--- config.mk ---
export PLATFORM = sky130hd
export DESIGN_NAME = lbh_ctrl
export DESIGN_NICKNAME = d
export VERILOG_FILES = /design/src/rtl/core/lbh_pkg.sv /design/src/rtl/core/lbh_ctrl.sv
export SDC_FILE = /design/constraint.sdc
export NUM_CORES = 1
export LEC_CHECK = 0
export ABC_AREA = 1
export ABC_CLOCK_PERIOD_IN_PS = 2800
export BUFFER_PORTS_ARGS = -buffer_cell sky130_fd_sc_hd__buf_2
export CAP_MARGIN = 20
export CORE_ASPECT_RATIO = 1.1
export CORE_MARGIN = 2
export CORE_UTILIZATION = 52
export CTS_BUF_LIST = sky130_fd_sc_hd__clkbuf_16
export DETAILED_ROUTE_END_ITERATION = 7
export GPL_TIMING_DRIVEN = 0
export PLACE_DENSITY = 0.81
export SLEW_MARGIN = 30
export SYNTH_ARGS = -nofsm -noshare
export SYNTH_HDL_FRONTEND = slang
export SYNTH_SLANG_ARGS = --single-unit
--- constraint.sdc ---
create_clock -name clk -period 2.8 [get_ports clk]
set_clock_uncertainty 0.2 [all_clocks]
set_input_delay 0.56 -clock clk [delete_from_list [all_inputs] [get_ports clk]]
set_output_delay 0.56 -clock clk [all_outputs]
set_load 0.03 [all_outputs]
--- src/rtl/core/lbh_pkg.sv ---
package lbh_pkg;

  localparam int SEC_W       = 32;
  localparam int USEC_W      = 32;
  localparam int MUL_W       = 20;
  localparam int TS_W        = 64;
  localparam int BUCKET_W    = 11;
  localparam int NUM_BUCKETS = 2048;
  localparam int EXP_W       = 6;
  localparam int FRAC_W      = 5;
  localparam int NUM_FRAC    = 32;
  localparam int COUNT_WIDTH = 32;
  localparam int COUNT_OUT_W = 32;
  localparam int NUM_HIST    = 3;
  localparam int SEL_W       = 2;
  localparam int SHIFT_W     = 2 * TS_W - 1;

  localparam logic [SEC_W-1:0] SEC_MISSING  = '1;
  localparam logic [MUL_W-1:0] USEC_PER_SEC = 20'd1000000;

  localparam logic FUNC_RECORD = 1'b0;
  localparam logic FUNC_READ   = 1'b1;

  localparam logic [SEL_W-1:0] HIST_FIRST_GAP = 2'd0;
  localparam logic [SEL_W-1:0] HIST_TRANSFER  = 2'd1;
  localparam logic [SEL_W-1:0] HIST_OVERALL   = 2'd2;

  typedef struct packed {
    logic                func;
    logic [SEC_W-1:0]    start_sec;
    logic [USEC_W-1:0]   start_usec;
    logic [SEC_W-1:0]    first_sec;
    logic [USEC_W-1:0]   first_usec;
    logic [SEC_W-1:0]    last_sec;
    logic [USEC_W-1:0]   last_usec;
    logic [SEL_W-1:0]    hist_select;
    logic [BUCKET_W-1:0] read_bucket;
  } in_item_t;

  typedef struct packed {
    logic                   recorded;
    logic [BUCKET_W-1:0]    bucket_first_gap;
    logic [BUCKET_W-1:0]    bucket_transfer;
    logic [BUCKET_W-1:0]    bucket_overall;
    logic [COUNT_OUT_W-1:0] count_value;
  } res_item_t;

  typedef enum logic [2:0] {
    ST_CLEAR,
    ST_IDLE,
    ST_CONV,
    ST_DIFF,
    ST_SEARCH,
    ST_FETCH,
    ST_UPDATE,
    ST_DONE
  } state_t;

  typedef struct packed {
    logic                load_item;
    logic                calc_ts;
    logic                calc_diff;
    logic                search_init;
    logic                search_step;
    logic [BUCKET_W-1:0] step_mask;
    logic                mem_rd;
    logic                mem_wr;
    logic                clr_wr;
    logic [BUCKET_W-1:0] clr_addr;
    logic                out_load;
  } ctrl_cmd_t;

  typedef struct packed {
    logic is_read;
    logic missing;
  } ctrl_status_t;

  typedef logic [TS_W:0] thr_t;
  typedef thr_t thr_tab_t [NUM_FRAC];

  // First fraction bits of log2 of a Q1.63 mantissa, by truncated repeated squaring.
  function automatic logic [FRAC_W-1:0] frac_code(logic [TS_W-1:0] m);
    logic [2*TS_W-1:0]   p;
    logic [TS_W-1:0]     mm;
    logic [FRAC_W-1:0]   code;
    mm   = m;
    code = '0;
    for (int i = 0; i < FRAC_W; i++) begin
      p = {{TS_W{1'b0}}, mm} * {{TS_W{1'b0}}, mm};
      if (p[2*TS_W-1]) begin
        mm   = p[2*TS_W-1:TS_W];
        code = {code[FRAC_W-2:0], 1'b1};
      end else begin
        mm   = p[2*TS_W-2:TS_W-1];
        code = {code[FRAC_W-2:0], 1'b0};
      end
    end
    return code;
  endfunction

  // Smallest mantissa reaching each fraction code; 2^64 marks a code that is never reached.
  function automatic thr_tab_t build_thr();
    thr_tab_t tab;
    thr_t     lo;
    thr_t     hi;
    thr_t     mid;
    for (int k = 0; k < NUM_FRAC; k++) begin
      lo = thr_t'(1) << (TS_W - 1);
      hi = thr_t'(1) << TS_W;
      if (k == 0) begin
        hi = lo;
      end else begin
        while (hi - lo > thr_t'(1)) begin
          mid = lo + ((hi - lo) >> 1);
          if (frac_code(mid[TS_W-1:0]) >= FRAC_W'(k)) begin
            hi = mid;
          end else begin
            lo = mid;
          end
        end
      end
      tab[k] = hi;
    end
    return tab;
  endfunction

  localparam thr_tab_t FRAC_THR = build_thr();

endpackage

--- src/rtl/core/lbh_ctrl.sv ---
module lbh_ctrl (
  input  logic                  clk,
  input  logic                  rst,
  input  logic                  item_valid,
  output logic                  item_ready,
  output logic                  res_valid,
  input  logic                  res_ready,
  input  lbh_pkg::ctrl_status_t status,
  output lbh_pkg::ctrl_cmd_t    cmd
);

  lbh_pkg::state_t              state;
  lbh_pkg::state_t              state_next;
  logic [lbh_pkg::BUCKET_W-1:0] clr_addr;
  logic [lbh_pkg::BUCKET_W-1:0] step_mask;

  always_ff @(posedge clk) begin
    if (rst) begin
      state     <= lbh_pkg::ST_CLEAR;
      clr_addr  <= '0;
      step_mask <= '0;
      res_valid <= 1'b0;
    end else begin
      state <= state_next;
      if (cmd.clr_wr) begin
        clr_addr <= clr_addr + 1'b1;
      end
      if (cmd.search_init) begin
        step_mask <= {1'b1, {(lbh_pkg::BUCKET_W - 1){1'b0}}};
      end else if (cmd.search_step) begin
        step_mask <= step_mask >> 1;
      end
      if (cmd.out_load) begin
        res_valid <= 1'b1;
      end else if (res_ready) begin
        res_valid <= 1'b0;
      end
    end
  end

  always_comb begin
    state_next    = state;
    cmd           = '0;
    cmd.clr_addr  = clr_addr;
    cmd.step_mask = step_mask;
    item_ready    = 1'b0;
    unique case (state)
      lbh_pkg::ST_CLEAR: begin
        cmd.clr_wr = 1'b1;
        if (&clr_addr) begin
          state_next = lbh_pkg::ST_IDLE;
        end
      end
      lbh_pkg::ST_IDLE: begin
        item_ready = 1'b1;
        if (item_valid) begin
          cmd.load_item = 1'b1;
          state_next    = lbh_pkg::ST_CONV;
        end
      end
      lbh_pkg::ST_CONV: begin
        cmd.calc_ts = 1'b1;
        priority if (status.is_read) begin
          state_next = lbh_pkg::ST_FETCH;
        end else if (status.missing) begin
          state_next = lbh_pkg::ST_DONE;
        end else begin
          state_next = lbh_pkg::ST_DIFF;
        end
      end
      lbh_pkg::ST_DIFF: begin
        cmd.calc_diff   = 1'b1;
        cmd.search_init = 1'b1;
        state_next      = lbh_pkg::ST_SEARCH;
      end
      lbh_pkg::ST_SEARCH: begin
        cmd.search_step = 1'b1;
        if (step_mask[0]) begin
          state_next = lbh_pkg::ST_FETCH;
        end
      end
      lbh_pkg::ST_FETCH: begin
        cmd.mem_rd = 1'b1;
        state_next = status.is_read ? lbh_pkg::ST_DONE : lbh_pkg::ST_UPDATE;
      end
      lbh_pkg::ST_UPDATE: begin
        cmd.mem_wr = 1'b1;
        state_next = lbh_pkg::ST_DONE;
      end
      lbh_pkg::ST_DONE: begin
        if (!res_valid || res_ready) begin
          cmd.out_load = 1'b1;
          state_next   = lbh_pkg::ST_IDLE;
        end
      end
      default: begin
        state_next = lbh_pkg::ST_CLEAR;
      end
    endcase
  end

endmodule

==> flow_summary.json, run 1 <==
{
  "status": "complete, no violations",
  "die_h_um": 54.6,
  "period_needed_ns": 2.17,
  "path_max_fanout": 9,
  "dpl.cell_count": 242,
  "fin_crit_sh": 0.773,
  "grt_antenna_before_repair": 0,
  "hold_ws_ns": 0.279,
  "crit_start": "state[2]",
  "swShare": 0.287,
  "ant_nets": 0,
  "netlist.area_leader.share": 0.429,
  "grt_max_degree": 15,
  "synthArstFlopShare": 0,
  "hold_end": "step_mask[5]",
  "cts_tree": "done",
  "syn_area_um2": 1210,
  "fin_tns_setup_ns": 0,
  "syn-num-nets": 181,
  "reg2regPathDepth": 8,
  "rsz0062_at_grt": "false",
  "gp_congestion": 0.871,
  "post-dp-hpwl_um": 1970,
  "cts_hold_buf": 0,
  "io_pins": 39,
  "overflow": 0,
  "rr_startpoint": "clr_addr[0]",
  "maxSlewViolCount": 0,
  "yosys_register_bits": 26,
  "worst-endpoint-required_ns": 2.04,
  "holdCritStartpoint": "step_mask[5]",
  "yosysTopAreaCell": "dfxtp_1",
  "cts_num_sinks": 26,
  "synthCells": 174,
  "critPathKind": "register to output port",
  "synthTopCellsByArea": "dfxtp_1, nand2_1, nor2_1, a21oi_1, inv_1",
  "endpoint_kind": "output port",
  "setup_viol": 0,
  "synth.top_cells.by_count": "nand2_1, dfxtp_1, nor2_1",
  "reg2reg_slack_ns": 1.23,
  "worst_pin_slew_ns": 0.433,
  "syn2layout_area_growth_pct": 25.3,
  "synth_most_common_cell": "nand2_1",
  "drc": 0,
  "drive_gt1_frac": 0.255,
  "grt_pass1_vias": 1045,
  "cts_buffers": 3,
  "cts_buffer_depth": 2,
  "relSlewSlack": 0.711,
  "switching_power_uw": 252,
  "post_cts.repair.setup_buffers": 0,
  "powerDensity_nw_per_um2": 579,
  "wirelength_um": 2630,
  "die_area_um2": 2730,
  "clkLatencyLatePin_ns": 0.25,
  "p_comb_frac": 0.190,
  "diodes": 0,
  "synth-edff-count": 0,
  "yosysWarnings": 0,
  "yosysUniqueCellTypes": 25,
  "synth_area_per_cell_um2": 6.97,
  "pwr-share-clk": 0.354,
  "wire_per_inst_um": 10.7,
  "core_area_um2": 2230,
  "grt_usage": 0.203,
  "ys.flop_type": "dfxtp_1",
  "h-tree-depth": 1,
  "fmax_mhz": 462,
  "postCtsResizedCells": 0,
  "hold_path_class": "register to register",
  "p_int_uw": 628,
  "fin_util": 0.681,
  "viasPerCell": 4.94,
  "die_x_um": 50.0,
  "rr_endpoint": "clr_addr[10]",
  "clk_pin_slew_worst_paths_ns": 0.06,
  "holdPathStages": 2,
  "final_cells": 246,
  "drtIter0Drc": 25,
  "root_buffer": "clkbuf_16",
  "cp_data_arrival_time_ns": 1.41,
  "initial_core_util": 0.544,
  "drt_first_pass_iters": 4,
  "final_hold_viol_count": 0,
  "placed_cell_area_um2": 1440,
  "row_count": 18,
  "ys_seq_area_frac": 0.429,
  "peakVddDrop_uv": 438,
  "vias": 1216,
  "fin_area_um2": 1520,
  "seq_power_share": 0.456,
  "grt_pass1_wl_um": 4290,
  "p_leak_nw": 0.719,
  "cp-start-kind": "register",
  "nNetsFinal": 224,
  "maxCapViolations": 0,
  "io_buffers": 38
}
-- cells by family (layout without fill, tap and decap cells) --
group,Yosys count,after routing,synth area share
and+or+nand+nor,91,91,0.334
DFF,26,26,0.429
buffers and inverters,25,67,0.0877
AOI/OAI and AO/OA,30,30,0.131
adders and majority gates,1,1,0.0103
xor gates and xnor gates,1,1,0.00723
-- worst max-delay path by stage --
stage / end / slack (ns) / cells after the start
2_1_floorplan: cmd[0] / 0.78 / 2
3_3_place_gp: cmd[26] / 0.96 / 5
3_5_place_dp: cmd[26] / 0.93 / 5
4_1_cts: cmd[26] / 0.65 / 5
5_1_grt: cmd[26] / 0.55 / 5
6_report: cmd[28] / 0.63 / 5
-- power groups by stage --
stage               clock (mW)  combinational, mW  sequential, mW
floorplan                    0              0.102           0.431
global placement             0              0.162           0.408
detailed placement           0              0.166           0.409
CTS                      0.318              0.168           0.400
global route             0.332              0.180           0.403
finish                   0.312              0.167           0.401
-- flip-flops by register name, summed over array words and instances (netlist names) --
| register | cells |
|---|---|
| clr_addr | 11 |
| res_valid | 1 |
| state | 3 |
| step_mask | 11 |
-- worst max-delay path, cell delays in order, from the launching register on --
cell     delay (ns)
dfxtp_1        0.36
inv_2          0.18
nand3_1        0.20
inv_1          0.13
buf_4          0.11
buf_2          0.18
-- final cells by class --
class / count / area [µm²]
Inverter: 21 / 78.8
Clock buffer: 3 / 75.1
Buffer: 4 / 27.5
Timing Repair Buffer: 38 / 190
Multi-Input combinational cell: 123 / 586
Clock inverter: 1 / 3.75
Tap cell: 30 / 37.5
Fill cell: 186 / 711
Sequential cell: 26 / 520
-- placed cells by master, fill, tap and decap left out --
cell type / instances
nand2_1: 46
buf_2: 39
dfxtp_1: 26
nor2_1: 23
inv_1: 17
a21oi_1: 17
nand3_1: 12
o21ai_0: 9
inv_2: 3
clkbuf_16: 3
nor2_4: 2
clkinv_1: 2
nor2_2: 2
nand2_2: 2
o21a_1: 2
buf_6: 1
nor3_1: 1
nand2_4: 1
clkbuf_1: 1
a211oi_1: 1
nor3_4: 1
nand4_1: 1
xor2_1: 1
a31oi_1: 1
ha_1: 1
buf_4: 1
-- metrics by stage --
stage               power (mW)  setup slack, ns
floorplan                0.533            0.780
global placement         0.569            0.959
detailed placement       0.575            0.928
CTS                      0.887            0.650
global route             0.916            0.551
finish                   0.880            0.634
-- layer usage --
metal	up-vias	global-route usage	part of all wire	wire length (µm)
met3	2	0.0273	0.048	126
met1	540	0.236	0.44	1160
met5	-	0	0	0
met2	33	0.377	0.50	1320
met4	0	0.0833	0.0057	15
li1	641	-	-	-
(Power assumes the default switching activity.)
==> run 2, diff against run 1 <==
ABC_AREA = 0   (was 1)
ABC_CLOCK_PERIOD_IN_PS = 1800   (was 2800)
CORE_UTILIZATION = 45   (was 52)
PLACE_DENSITY = 0.74   (was 0.81)
clock period = 1.8 ns   (was 2.8 ns; I/O delays follow)
==> flow_summary.json, run 2 <==
{
  "status": "finished, violations left",
  "violations": "negative setup slack",
  "synth_area_per_cell_um2": 9.09,
  "wirelength_um": 3810,
  "cts_hold_buf": 0,
  "drtIter0Drc": 28,
  "core_area_um2": 2700,
  "cts_buffer_depth": 2,
  "yosysTopAreaCell": "dfxtp_1",
  "grt_antenna_before_repair": 0,
  "row_count": 20,
  "setup_viol": 8,
  "io_buffers": 38,
  "synthArstFlopShare": 0,
  "die_h_um": 59.4,
  "ys_seq_area_frac": 0.415,
  "gp_congestion": 0.776,
  "endpoint_kind": "output port",
  "rsz0062_at_grt": "true",
  "p_leak_nw": 0.890,
  "cts_buffers": 3,
  "fin_crit_sh": 1.06,
  "cp-start-kind": "register",
  "cts_tree": "done",
  "relSlewSlack": 0.657,
  "drive_gt1_frac": 0.488,
  "initial_core_util": 0.464,
  "fin_area_um2": 2020,
  "placed_cell_area_um2": 1520,
  "overflow": 0,
  "io_pins": 39,
  "synthCells": 138,
  "clkLatencyLatePin_ns": 0.26,
  "wire_per_inst_um": 16.1,
  "maxCapViolations": 0,
  "yosysWarnings": 0,
  "period_needed_ns": 1.91,
  "reg_top3": "clr_addr x11, step_mask x11, state x3",
  "worst-endpoint-required_ns": 1.24,
  "diodes": 0,
  "drt_first_pass_iters": 4,
  "ant_nets": 0,
  "grt_pass1_wl_um": 5040,
  "grt_max_degree": 15,
  "post-dp-hpwl_um": 2020,
  "hold_ws_ns": 0.258,
  "root_buffer": "clkbuf_16",
  "final_hold_viol_count": 0,
  "setup_ws_ns": -0.110,
  "syn_area_um2": 1250,
  "die_area_um2": 3230,
  "viasPerCell": 5.58,
  "path_max_fanout": 8,
  "synth.top_cells.by_count": "dfxtp_1, nor2_1, mux2i_1",
  "nNetsFinal": 211,
  "synth-edff-count": 0,
  "critPathKind": "register to output port",
  "grt_pass1_vias": 1153,
  "syn2layout_area_growth_pct": 61.2,
  "layout_commonest_cell": "buf_2",
  "h-tree-depth": 1,
  "netlist.area_leader.share": 0.415,
  "cts_num_sinks": 26,
  "hold_path_class": "primary input to register",
  "fin_util": 0.749,
  "drc": 0,
  "fmax_mhz": 524,
  "vias": 1317,
  "maxSlewViolCount": 0,
  "syn-num-nets": 145,
  "synth_most_common_cell": "dfxtp_1",
  "grt_usage": 0.216,
  "fin_total_pwr_mw": 1.15,
  "powerDensity_nw_per_um2": 569,
  "worst_pin_slew_ns": 0.515,
  "synthTopCellsByArea": "dfxtp_1, mux2i_1, nor2_1, a21oi_1, or4_1",
  "yosysUniqueCellTypes": 40,
  "ys.flop_type": "dfxtp_1",
  "die_x_um": 54.4,
  "clk_pin_slew_worst_paths_ns": 0.06,
  "yosys_register_bits": 26,
  "mostFrequentLayoutCells": "buf_2, buf_4, dfxtp_1, nor2_1, mux2i_1",
  "cp_data_arrival_time_ns": 1.35,
  "peakVddDrop_uv": 528
}
## run 2: final timing paths
| kind | from | end | slack (ns) | cells after the start |
|---|---|---|---|---|
| worst max-delay path | state[1] | cmd[30] | -0.11 | 5 |
| worst min-delay path | res_ready | res_valid | 0.26 | 3 |
| worst max register to register | state[0] | clr_addr[7] | 0 | 4 |
| worst min register to register | step_mask[10] | step_mask[10] | 0.32 | 2 |
## run 2: per-stage QoR
| step | worst slack (ns) | instances | setup TNS, ns |
|---|---|---|---|
| 6_report | -0.110 | 236 | -0.463 |
| 5_1_grt | -0.147 | 236 | -0.806 |
| 4_1_cts | -0.0959 | 222 | -0.151 |
| 3_5_place_dp | -0.263 | 209 | -1.15 |
| 3_3_place_gp | -0.235 | 209 | -0.763 |
| 2_1_floorplan | -0.213 | 138 | -0.572 |
## run 2: cells by family (layout without fill, tap and decap cells)
| group | after synthesis | after routing | synth area share |
|---|---|---|---|
| xor+xnor | 2 | 2 | 0.0140 |
| mux | 14 | 14 | 0.115 |
| flops | 26 | 26 | 0.415 |
| buf+inv | 12 | 77 | 0.0528 |
| compound gates | 23 | 23 | 0.115 |
| fa+ha+maj | 1 | 1 | 0.00997 |
| simple gates | 60 | 60 | 0.279 |
## run 2: layer usage
| metal | vias up | wire (µm) | GRT usage |
|---|---|---|---|
| met5 | - | 0 | 0 |
| met4 | 0 | 129 | 0.100 |
| met3 | 15 | 199 | 0.0556 |
| met2 | 48 | 1930 | 0.356 |
| met1 | 634 | 1550 | 0.258 |
| li1 | 620 | - | - |
## run 2: cell type report
type / instances / area, µm²
Fill cell: 162 / 679
Multi-Input combinational cell: 100 / 796
Clock inverter: 1 / 3.75
Buffer: 10 / 121
Clock buffer: 3 / 75.1
Timing Repair Buffer: 61 / 443
Tap cell: 33 / 41.3
Inverter: 2 / 7.51
Sequential cell: 26 / 536
## run 2: timing repair
action / CTS / global route
endpoints found under the setup margin: 23 / 25
resized for setup: 38 / 18
pin swaps: 2 / 6
cloned: 0 / 1
buffers inserted: 9 / 13
## run 2: power by group
group / internal, mW / switching, mW / total, mW
sequential: 0.580 / 0.00940 / 0.590
combinational: 0.0257 / 0.0419 / 0.0676
clock: 0.298 / 0.197 / 0.495
total: 0.903 / 0.249 / 1.15
## run 2: critical path: stages (launching register included)
cell and delay [ns]:
dfxtp_1 0.31, buf_6 0.14, clkbuf_16 0.16, nor3b_4 0.19, and2_4 0.16, buf_6 0.12
